`config.mk`:
```
export PLATFORM = sky130hd
export DESIGN_NAME = pffa_front
export DESIGN_NICKNAME = d
export VERILOG_FILES = /design/src/hdl/pffa_pkg.sv /design/src/hdl/pffa_front.sv
export SDC_FILE = /design/constraint.sdc
export NUM_CORES = 1
export LEC_CHECK = 0
export BUFFER_PORTS_ARGS = -buffer_cell sky130_fd_sc_hd__buf_2
export CAP_MARGIN = 20
export CORE_MARGIN = 2
export CORE_UTILIZATION = 24
export DETAILED_ROUTE_END_ITERATION = 7
export PLACE_DENSITY = 0.86
export SYNTH_ARGS = -nofsm -noshare
export SYNTH_HDL_FRONTEND = slang
export SYNTH_SLANG_ARGS = --single-unit
```
`constraint.sdc`:
```
create_clock -name vclk -period 1.6
set_clock_uncertainty 0.15 [all_clocks]
set_input_delay 0.24 -clock vclk [all_inputs]
set_output_delay 0.24 -clock vclk [all_outputs]
set_load 0.02 [all_outputs]
```
`src/hdl/pffa_pkg.sv`:
```
// Shared constants, types and codes of the paged first-fit allocator.
`timescale 1ns / 1ps
package pffa_pkg;

  // Pool geometry
  localparam int PRIVATE_PAGES  = 64;
  localparam int SHARED_PAGES   = 4;
  localparam int PAGE_BYTES     = 4096;   // power of two: page and offset split by bits
  localparam int SLOTS_PER_PAGE = 128;
  localparam int ENTRY_HEADER   = 32;
  localparam int PAGE_HEADER    = 24;

  localparam int TOTAL_PAGES   = PRIVATE_PAGES + SHARED_PAGES;
  localparam int PAYLOAD_BYTES = PAGE_BYTES - PAGE_HEADER - ENTRY_HEADER;
  localparam int ALL_SLOTS     = TOTAL_PAGES * SLOTS_PER_PAGE;

  // Field widths
  localparam int MODE_W = 2;
  localparam int SIZE_W = 12;
  localparam int REQ_W  = 8;
  localparam int ADDR_W = 19;
  localparam int STAT_W = 2;

  localparam int PAGE_W = $clog2(TOTAL_PAGES);
  localparam int SLOT_W = $clog2(SLOTS_PER_PAGE);
  localparam int LINK_W = SLOT_W + 1;
  localparam int OFF_W  = $clog2(PAGE_BYTES);
  localparam int FREE_W = OFF_W + 1;
  localparam int SEG_AW = $clog2(ALL_SLOTS);

  // Request modes
  localparam logic [MODE_W-1:0] MODE_PRIVATE = 2'd0;
  localparam logic [MODE_W-1:0] MODE_SHARED  = 2'd1;
  localparam logic [MODE_W-1:0] MODE_FREE    = 2'd2;

  // Result status codes
  localparam logic [STAT_W-1:0] STAT_OK        = 2'd0;
  localparam logic [STAT_W-1:0] STAT_BAD_SIZE  = 2'd1;
  localparam logic [STAT_W-1:0] STAT_NO_SPACE  = 2'd2;
  localparam logic [STAT_W-1:0] STAT_NOT_FOUND = 2'd3;

  // Classified request handed from the front end to the engine
  typedef struct packed {
    logic [MODE_W-1:0] mode;
    logic [SIZE_W-1:0] size;
    logic [REQ_W-1:0]  requester;
    logic [PAGE_W-1:0] page;
    logic [OFF_W-1:0]  page_off;
    logic              reject;
    logic [STAT_W-1:0] reject_status;
  } cmd_t;

endpackage

```
`src/hdl/pffa_front.sv`:
```
// Front end: takes requests and screens out bad sizes and bad free addresses.
`timescale 1ns / 1ps
module pffa_front (
  input  logic                          in_valid_i,
  output logic                          in_ready_o,
  input  logic [pffa_pkg::MODE_W-1:0]   mode_i,
  input  logic [pffa_pkg::SIZE_W-1:0]   size_i,
  input  logic [pffa_pkg::REQ_W-1:0]    requester_i,
  input  logic [pffa_pkg::ADDR_W-1:0]   free_address_i,
  input  logic                          q_ready_i,
  output logic                          q_push_o,
  output pffa_pkg::cmd_t                q_cmd_o
);
  import pffa_pkg::*;

  logic [ADDR_W-OFF_W-1:0] addr_page;
  logic                    page_out;

  assign in_ready_o = q_ready_i;
  assign q_push_o   = in_valid_i & q_ready_i;

  assign addr_page = free_address_i[ADDR_W-1:OFF_W];
  assign page_out  = 32'(addr_page) >= TOTAL_PAGES;

  // Classify the request
  always_comb begin
    q_cmd_o               = '0;
    q_cmd_o.mode          = mode_i;
    q_cmd_o.size          = size_i;
    q_cmd_o.requester     = requester_i;
    q_cmd_o.page          = PAGE_W'(addr_page);
    q_cmd_o.page_off      = free_address_i[OFF_W-1:0];
    q_cmd_o.reject        = 1'b0;
    q_cmd_o.reject_status = STAT_OK;
    if (mode_i == MODE_FREE) begin
      if (free_address_i == '0 || page_out) begin
        q_cmd_o.reject        = 1'b1;
        q_cmd_o.reject_status = STAT_NOT_FOUND;
      end
    end else if (mode_i != MODE_PRIVATE && mode_i != MODE_SHARED) begin
      q_cmd_o.reject        = 1'b1;
      q_cmd_o.reject_status = STAT_BAD_SIZE;
    end else if (size_i == '0 || 32'(size_i) > PAYLOAD_BYTES) begin
      q_cmd_o.reject        = 1'b1;
      q_cmd_o.reject_status = STAT_BAD_SIZE;
    end
  end

endmodule

```
==> impl_results.md <==
* Nets at 143
* Fin. max-slew vios at 0
* Sequential-to-total area share from yosys stat at 0
* Chip Height at 47.6 microns
* Worst setup path class: in2out
* Hold path depth at 0
* Tot GR Track Use at 0.0763
* Largest net degree at the start of global routing at 5
* Count leader, synth: buf_4
* Min-Delay Path Class: in2out
* Storage element area at 0 sq um
* CP max FO at 2
* Synth area leader: buf_4
* DR iter-0 viols at 2
* Max capacitance violation total at 0
* Post-synth cell types at 15
* Synth top area cells: buf_4 (71%), nor4_1 (6.9%), nor3_1 (3.3%), or4_4 (2.5%), mux2i_1 (2.2%)
* Fillcell total at 206
* Data required, critical path at 1210 ps
* Total power draw at 216 uW
* Vias per cell at 4.08
* Pre-CTS setup slack at -249 ps
* Layout cells sized above 1 at 0.878
* Post-route insts no fill at 123
* NetSw at 122 uW
* WHS at 330 ps
* Final hold vios at 0
* F_max at 551 MHz
* Placed cells at 123
* GRT overflow at 0
* Kind of end point of the critical path: output pin
* Drt drc at 0
* Critical Path Start Type: input pin
* Internal at 94.2 uW
* Vias in the first global route at 347
* Unrepaired setup endpoints after global routing: true
* Antenna Cells at 0
* Overall routed net length at 1.37 mm
* Via count at 502
* PD cells at 328 mW/mm^2
* Antenna violations before repair at 0
* Die W at 47.6 microns
* Worst VDD drop at 0.0951 mV
* Max-slew headroom at 0.764
* Crit. Startpoint: size_i[0]
* Final Worst Setup Slack at -215 ps
* Yosys top cell area share at 0.709
* Area grow syn2layout at 45.1%
* Mapped Nets at 106
* Share of total power in sequential cells at 0
* Logic pwr share at 1.000
* Fin crit period at 1810 ps
* Cell Rows at 15
* Port-buffer cells at 73
* Synthesis warning total at 0
* Initial DRT Pass Iterations at 2
* IO Pins at 89
* Clk pwr share at 0
* Hold_buf cts at 0
* Clock buffers at 0
* Slew @ Worst Pin at 351 ps
* Antenna viol nets, final at 0
* CP arrival at 1420 ps
* Cells after synthesis at 63
* Routability cong. at 0.568
* Status: finished with violations
* Syn Std Cell Area at 455 sq um
* Failing checks: negative setup slack
* Count of flip-flops and latches at 0
* Die area at 0.00226 sq mm
* Pleak at 0.000367 uW
* Drt wl/cell at 11.1 microns
* Post-synth top cells: buf_4 (43), nor4_1 (5), nor3_1 (3)
* Setup violators final at 3
* First-pass GRT wire length at 1.29 mm
* Post-route clock period utilization at 1.13
* Switching share of power at 0.565
* Starting Density at 0.258
* Worst Setup EP: q_cmd_o[0]
* Setup TNS Final at -441 ps
* Mean post-synth cell area at 7.23 sq um
* Core area at 0.00176 sq mm
## layout by cell type (no fill, tap or decap), drive strengths merged
cell type	synthesis	layout
buf	43	78
a31oi	1	1
nor2	1	1
nor4	5	5
a32oi	1	1
or4	2	2
nand2	1	1
nand4	1	1
nor3	3	3
and4	1	1
inv	1	1
nor3b	1	1
and2	1	1
mux2i	1	1
## stage by stage
stage,area (sq um),utilization
2_1_floorplan,468,-
3_3_place_gp,579,0.328
3_5_place_dp,579,0.328
4_1_cts,648,0.367
5_1_grt,661,0.374
6_report,661,0.374
## kinds of logic after synthesis
family / share of synthesized area
AOI/OAI and AO/OA: 0.0330
buffers and inverters: 0.717
muxes: 0.0220
and+or+nand+nor: 0.228
## worst min-delay path by stage
stage	startpoint	to	slack, ps
after detailed placement	requester_i[7]	q_cmd_o[29]	330
after CTS	requester_i[7]	q_cmd_o[29]	330
after global routing	requester_i[2]	q_cmd_o[24]	330
final	requester_i[0]	q_cmd_o[22]	330
after global placement	requester_i[7]	q_cmd_o[29]	330
after floorplan	mode_i[0]	q_cmd_o[1]	380
## layer usage
layer  global-route usage  wire length (microns)
met1               0.0867                    467
met2                0.165                    671
met3                    0                    232
met4                    0                      0
met5                    0                      0
## critical path, stage by stage
cell,delay (ps)
buf_6,90
or4_4,540
nor2_4,100
a31oi_1,90
a32oi_2,200
buf_4,180
## what timing repair did
item	in CTS	in global routing
setup buffers	0	0
endpoints found under the hold margin	0	0
endpoints found under the setup margin	3	3
pin swaps	4	4
resized for setup	13	3
## power groups by stage
stage | sequential [uW] | clock, uW | combinational [uW]
after global placement | 0 | 0 | 195
after floorplan | 0 | 0 | 178
after global routing | 0 | 0 | 231
after detailed placement | 0 | 0 | 197
final | 0 | 0 | 216
after CTS | 0 | 0 | 214
## area by class of cell
type,count,area [sq um],area share
inverters,1,3.75,0.00568
multi-input cells,19,178,0.269
well taps,25,31.3,0.0473
repair buffers,78,448,0.678
(Power assumes the default switching activity.)
