$ cat src/hdl/pffa_pkg.sv
// Shared constants, types and codes of the paged first-fit allocator.
`timescale 1ns / 1ps
package pffa_pkg;

  // Pool geometry
  localparam int PRIVATE_PAGES  = 64;
  localparam int SHARED_PAGES   = 4;
  localparam int PAGE_BYTES     = 4096;   // power of two: page and offset split by bits
  localparam int SLOTS_PER_PAGE = 128;
  localparam int ENTRY_HEADER   = 32;
  localparam int PAGE_HEADER    = 24;

  localparam int TOTAL_PAGES   = PRIVATE_PAGES + SHARED_PAGES;
  localparam int PAYLOAD_BYTES = PAGE_BYTES - PAGE_HEADER - ENTRY_HEADER;
  localparam int ALL_SLOTS     = TOTAL_PAGES * SLOTS_PER_PAGE;

  // Field widths
  localparam int MODE_W = 2;
  localparam int SIZE_W = 12;
  localparam int REQ_W  = 8;
  localparam int ADDR_W = 19;
  localparam int STAT_W = 2;

  localparam int PAGE_W = $clog2(TOTAL_PAGES);
  localparam int SLOT_W = $clog2(SLOTS_PER_PAGE);
  localparam int LINK_W = SLOT_W + 1;
  localparam int OFF_W  = $clog2(PAGE_BYTES);
  localparam int FREE_W = OFF_W + 1;
  localparam int SEG_AW = $clog2(ALL_SLOTS);

  // Request modes
  localparam logic [MODE_W-1:0] MODE_PRIVATE = 2'd0;
  localparam logic [MODE_W-1:0] MODE_SHARED  = 2'd1;
  localparam logic [MODE_W-1:0] MODE_FREE    = 2'd2;

  // Result status codes
  localparam logic [STAT_W-1:0] STAT_OK        = 2'd0;
  localparam logic [STAT_W-1:0] STAT_BAD_SIZE  = 2'd1;
  localparam logic [STAT_W-1:0] STAT_NO_SPACE  = 2'd2;
  localparam logic [STAT_W-1:0] STAT_NOT_FOUND = 2'd3;

  // Classified request handed from the front end to the engine
  typedef struct packed {
    logic [MODE_W-1:0] mode;
    logic [SIZE_W-1:0] size;
    logic [REQ_W-1:0]  requester;
    logic [PAGE_W-1:0] page;
    logic [OFF_W-1:0]  page_off;
    logic              reject;
    logic [STAT_W-1:0] reject_status;
  } cmd_t;

endpackage

$ cat src/hdl/pffa_queue.sv
// Two-entry queue of classified requests between front end and engine.
`timescale 1ns / 1ps
module pffa_queue (
  input  logic           clk_i,
  input  logic           rst_ni,
  input  logic           push_i,
  input  pffa_pkg::cmd_t cmd_i,
  output logic           ready_o,
  output logic           valid_o,
  input  logic           pop_i,
  output pffa_pkg::cmd_t cmd_o
);
  import pffa_pkg::*;

  cmd_t       entry_q [2];
  logic       wr_ptr_q, wr_ptr_d;
  logic       rd_ptr_q, rd_ptr_d;
  logic [1:0] count_q, count_d;

  assign ready_o = count_q != 2'd2;
  assign valid_o = count_q != 2'd0;
  assign cmd_o   = entry_q[rd_ptr_q];

  // Advance pointers and count
  always_comb begin
    wr_ptr_d = wr_ptr_q ^ push_i;
    rd_ptr_d = rd_ptr_q ^ pop_i;
    count_d  = count_q + 2'(push_i) - 2'(pop_i);
  end

  always_ff @(posedge clk_i or negedge rst_ni) begin
    if (!rst_ni) begin
      wr_ptr_q <= 1'b0;
      rd_ptr_q <= 1'b0;
      count_q  <= 2'd0;
    end else begin
      wr_ptr_q <= wr_ptr_d;
      rd_ptr_q <= rd_ptr_d;
      count_q  <= count_d;
    end
  end

  // Store entries
  always_ff @(posedge clk_i) begin
    if (push_i) begin
      entry_q[wr_ptr_q] <= cmd_i;
    end
  end

endmodule

$ cat config.mk
export PLATFORM = sky130hd
export DESIGN_NAME = pffa_queue
export DESIGN_NICKNAME = d
export VERILOG_FILES = /design/src/hdl/pffa_pkg.sv /design/src/hdl/pffa_queue.sv
export SDC_FILE = /design/constraint.sdc
export NUM_CORES = 1
export LEC_CHECK = 0
export BUFFER_PORTS_ARGS = -buffer_cell sky130_fd_sc_hd__buf_2
export CAP_MARGIN = 40
export CORE_ASPECT_RATIO = 1.1
export CORE_MARGIN = 3
export CORE_UTILIZATION = 31
export CTS_CLUSTER_DIAMETER = 150
export DETAILED_ROUTE_END_ITERATION = 8
export GPL_TIMING_DRIVEN = 0
export HOLD_SLACK_MARGIN = 0.03
export SYNTH_ARGS = -nofsm -noshare
export SYNTH_HDL_FRONTEND = slang
export SYNTH_SLANG_ARGS = --single-unit
export TNS_END_PERCENT = 10
$ cat constraint.sdc
create_clock -name clk_i -period 4.08 [get_ports clk_i]
set_input_delay 0.612 -clock clk_i [delete_from_list [all_inputs] [get_ports clk_i]]
set_output_delay 0.612 -clock clk_i [all_outputs]
set_load 0.1 [all_outputs]
==> out/summary.txt <==
grt met2 use: 0.1634
Max Root-Sink Buffers: 2
vias in the first global route: 1864
busiest metal layer after global routing: met2
global placement routability congestion: 0.6322
largest net degree at the start of global routing: 26
total wire length: 6062 µm
kind of path behind the tightest hold check: in -> async
Layout Nets: 311
largest cells by area after synthesis: edfxtp_1 74%, mux2_4 16%, dfrtp_1 2.8%
post-synth top area cell: edfxtp_1
Mapped Cells: 153
CP arrival: 1630 ps
crit path kind: reg -> out
CP cell instances: buf_6 > buf_12 > mux2_4 > buf_2
Seq cells post-synth: 92
part of the cycle the worst path needs: 0.5498
CP endpoint kind: primary output
first-pass GRT wire length: 9252 µm
Netlist cell types: 12
Setup WS pre-CTS: 2160 ps
Net Count, Synth: 205
num rows: 40
hpwl dp: 4117 µm
Avg Inst Size Synth: 23.44 µm²
area grow syn2layout: 26.94%
area of the die: 0.01290 mm²
CORE AREA: 0.01111 mm²
Final WS setup: 1837 ps
worst hold slack: 77.23 ps
post-synth top area share: 0.7369
All-Layer GR Usage: 0.09862
setup bufs post-CTS: 0
cell with the biggest individual delay on the critical path: buf_2
Die W: 108.5 µm
synth warn: 0
slowest cell delay on critical path: 420 ps
GRT Residual Overflow: 0
DRC viols: 0
Final setup viols: 0
CTS Buf Count: 9
Max-Cap Viols: 0
CTS tree: built
DRT iter0 DRCs: 72
Worst EP required: 3470 ps
FILL cells: 1049
Non-Filler Instances: 409
DRT antenna net count: 0
H-tree depth: 3
nature of the critical path startpoint: register
Antenna diodes: 0
CTS root buffer: clkbuf_16
f_max: 0.4458 GHz
post-synthesis sequential area ratio: 0.7648
Slew @ Worst Pin: 562.5 ps
drt wl/cell: 14.82 µm
met3 Use GR: 0.02458
Netlist Area Pre-Place: 0.003586 mm²
worst skew pair latency: 330 ps
CTS resizes: 0
status: completed
port bufs: 93
max-slew violation count: 0
RSZ-0062 raised after global routing: false
GR Layer Usage met1: 0.1122
Clock Skews: 4.491 ps
layout cells sized above 1: 0.6031
Max-slew headroom: 0.6250
Vias: 1715
die height: 118.8 µm
final hold vios: 0
initial antenna violation count: 0
Max FO, Critical Path: 10
DRT Pass-1 Iters: 3
setup TNS: 0 ps
Post-Place Cells: 395
Initial Util: 0.3227
cts hold-fix bufs: 0
I/O pin total: 94
crit path time final: 2243 ps
CTS sink cnt: 92
vias per cell: 4.193
Worst-path clk slew: 60 ps
Yosys cell counts (all sizes together):
cell and count:
mux2 44, buf 5, ha 4, edfxtp 88, xor2 1, inv 4, or2 1, xor3 1
nand2b 1, dfrtp 4
worst max-delay path, delay by kind of cell (launching register included):
family                 cells  cell delay, ps
muxes                      1             190
buffers and inverters      3             740
DFF                        1             370
metrics by stage:
step | utilization | cell area [µm²]
6_report | 0.4097 | 4552
3_3_place_gp | 0.3812 | 4235
3_5_place_dp | 0.3852 | 4280
2_1_floorplan | - | 3586
5_1_grt | 0.4097 | 4552
4_1_cts | 0.4097 | 4552
metal layers:
| metal | share of wire | vias up | wire [µm] |
|---|---|---|---|
| met4 | 0.026 | 0 | 160 |
| li1 | - | 808 | - |
| met3 | 0.054 | 11 | 326 |
| met5 | 0 | - | 0 |
| met2 | 0.52 | 57 | 3141 |
| met1 | 0.40 | 839 | 2434 |
flip-flops by register name (all words and copies together), names as in the netlist:
name,count
count_q,2
entry_q,88
wr_ptr_q,1
rd_ptr_q,1
cell type report:
| class | instances | area, µm² | share of cell area |
|---|---|---|---|
| clock buffer | 10 | 229.0 | 0.05030 |
| sequential | 92 | 2743 | 0.6025 |
| buffer | 5 | 91.34 | 0.02007 |
| multi-input combinational | 52 | 742.0 | 0.1630 |
| timing repair buffer | 95 | 505.5 | 0.1110 |
| clock inverter | 4 | 42.54 | 0.009346 |
| tap | 147 | 183.9 | 0.04041 |
| inverter | 4 | 15.01 | 0.003299 |
kinds of logic after synthesis:
group                      share of synthesized area
DFF                                           0.7648
muxes                                         0.1790
buffers and inverters                        0.02966
adders and majority gates                    0.01396
xor gates and xnor gates                    0.009072
and+or+nand+nor                             0.003491
cells in the final DEF (no fill, tap or decap):
master	instances
xor2_1	1
buf_6	1
mux2_4	39
clkbuf_1	1
edfxtp_1	88
bufinv_16	1
xor3_1	1
ha_1	2
buf_2	93
clkinv_2	1
dfrtp_1	4
clkinv_1	2
nand2b_1	1
inv_1	4
ha_2	2
mux2_2	5
buf_12	6
or2_2	1
clkbuf_16	9
final timing paths:
check,startpoint,to,slack [ps],cells after the start
worst max-delay path,rd_ptr_q$_DFF_PN0_,cmd_o[15],1840,4
worst min register to register,count_q[1]$_DFF_PN0_,count_q[1]$_DFF_PN0_,630,1
min in group clk_i,cmd_i[9],entry_q[0][9]$_DFFE_PP_,470,1
worst min-delay path,rst_ni,count_q[0]$_DFF_PN0_,80,1
max in group asynchronous,rst_ni,rd_ptr_q$_DFF_PN0_,3890,1
worst max register to register,wr_ptr_q$_DFF_PN0_,entry_q[0][30]$_DFFE_PP_,2530,3
Power is not shown: default switching activity piles up to over one toggle a cycle in this logic, so the estimate is an artifact.
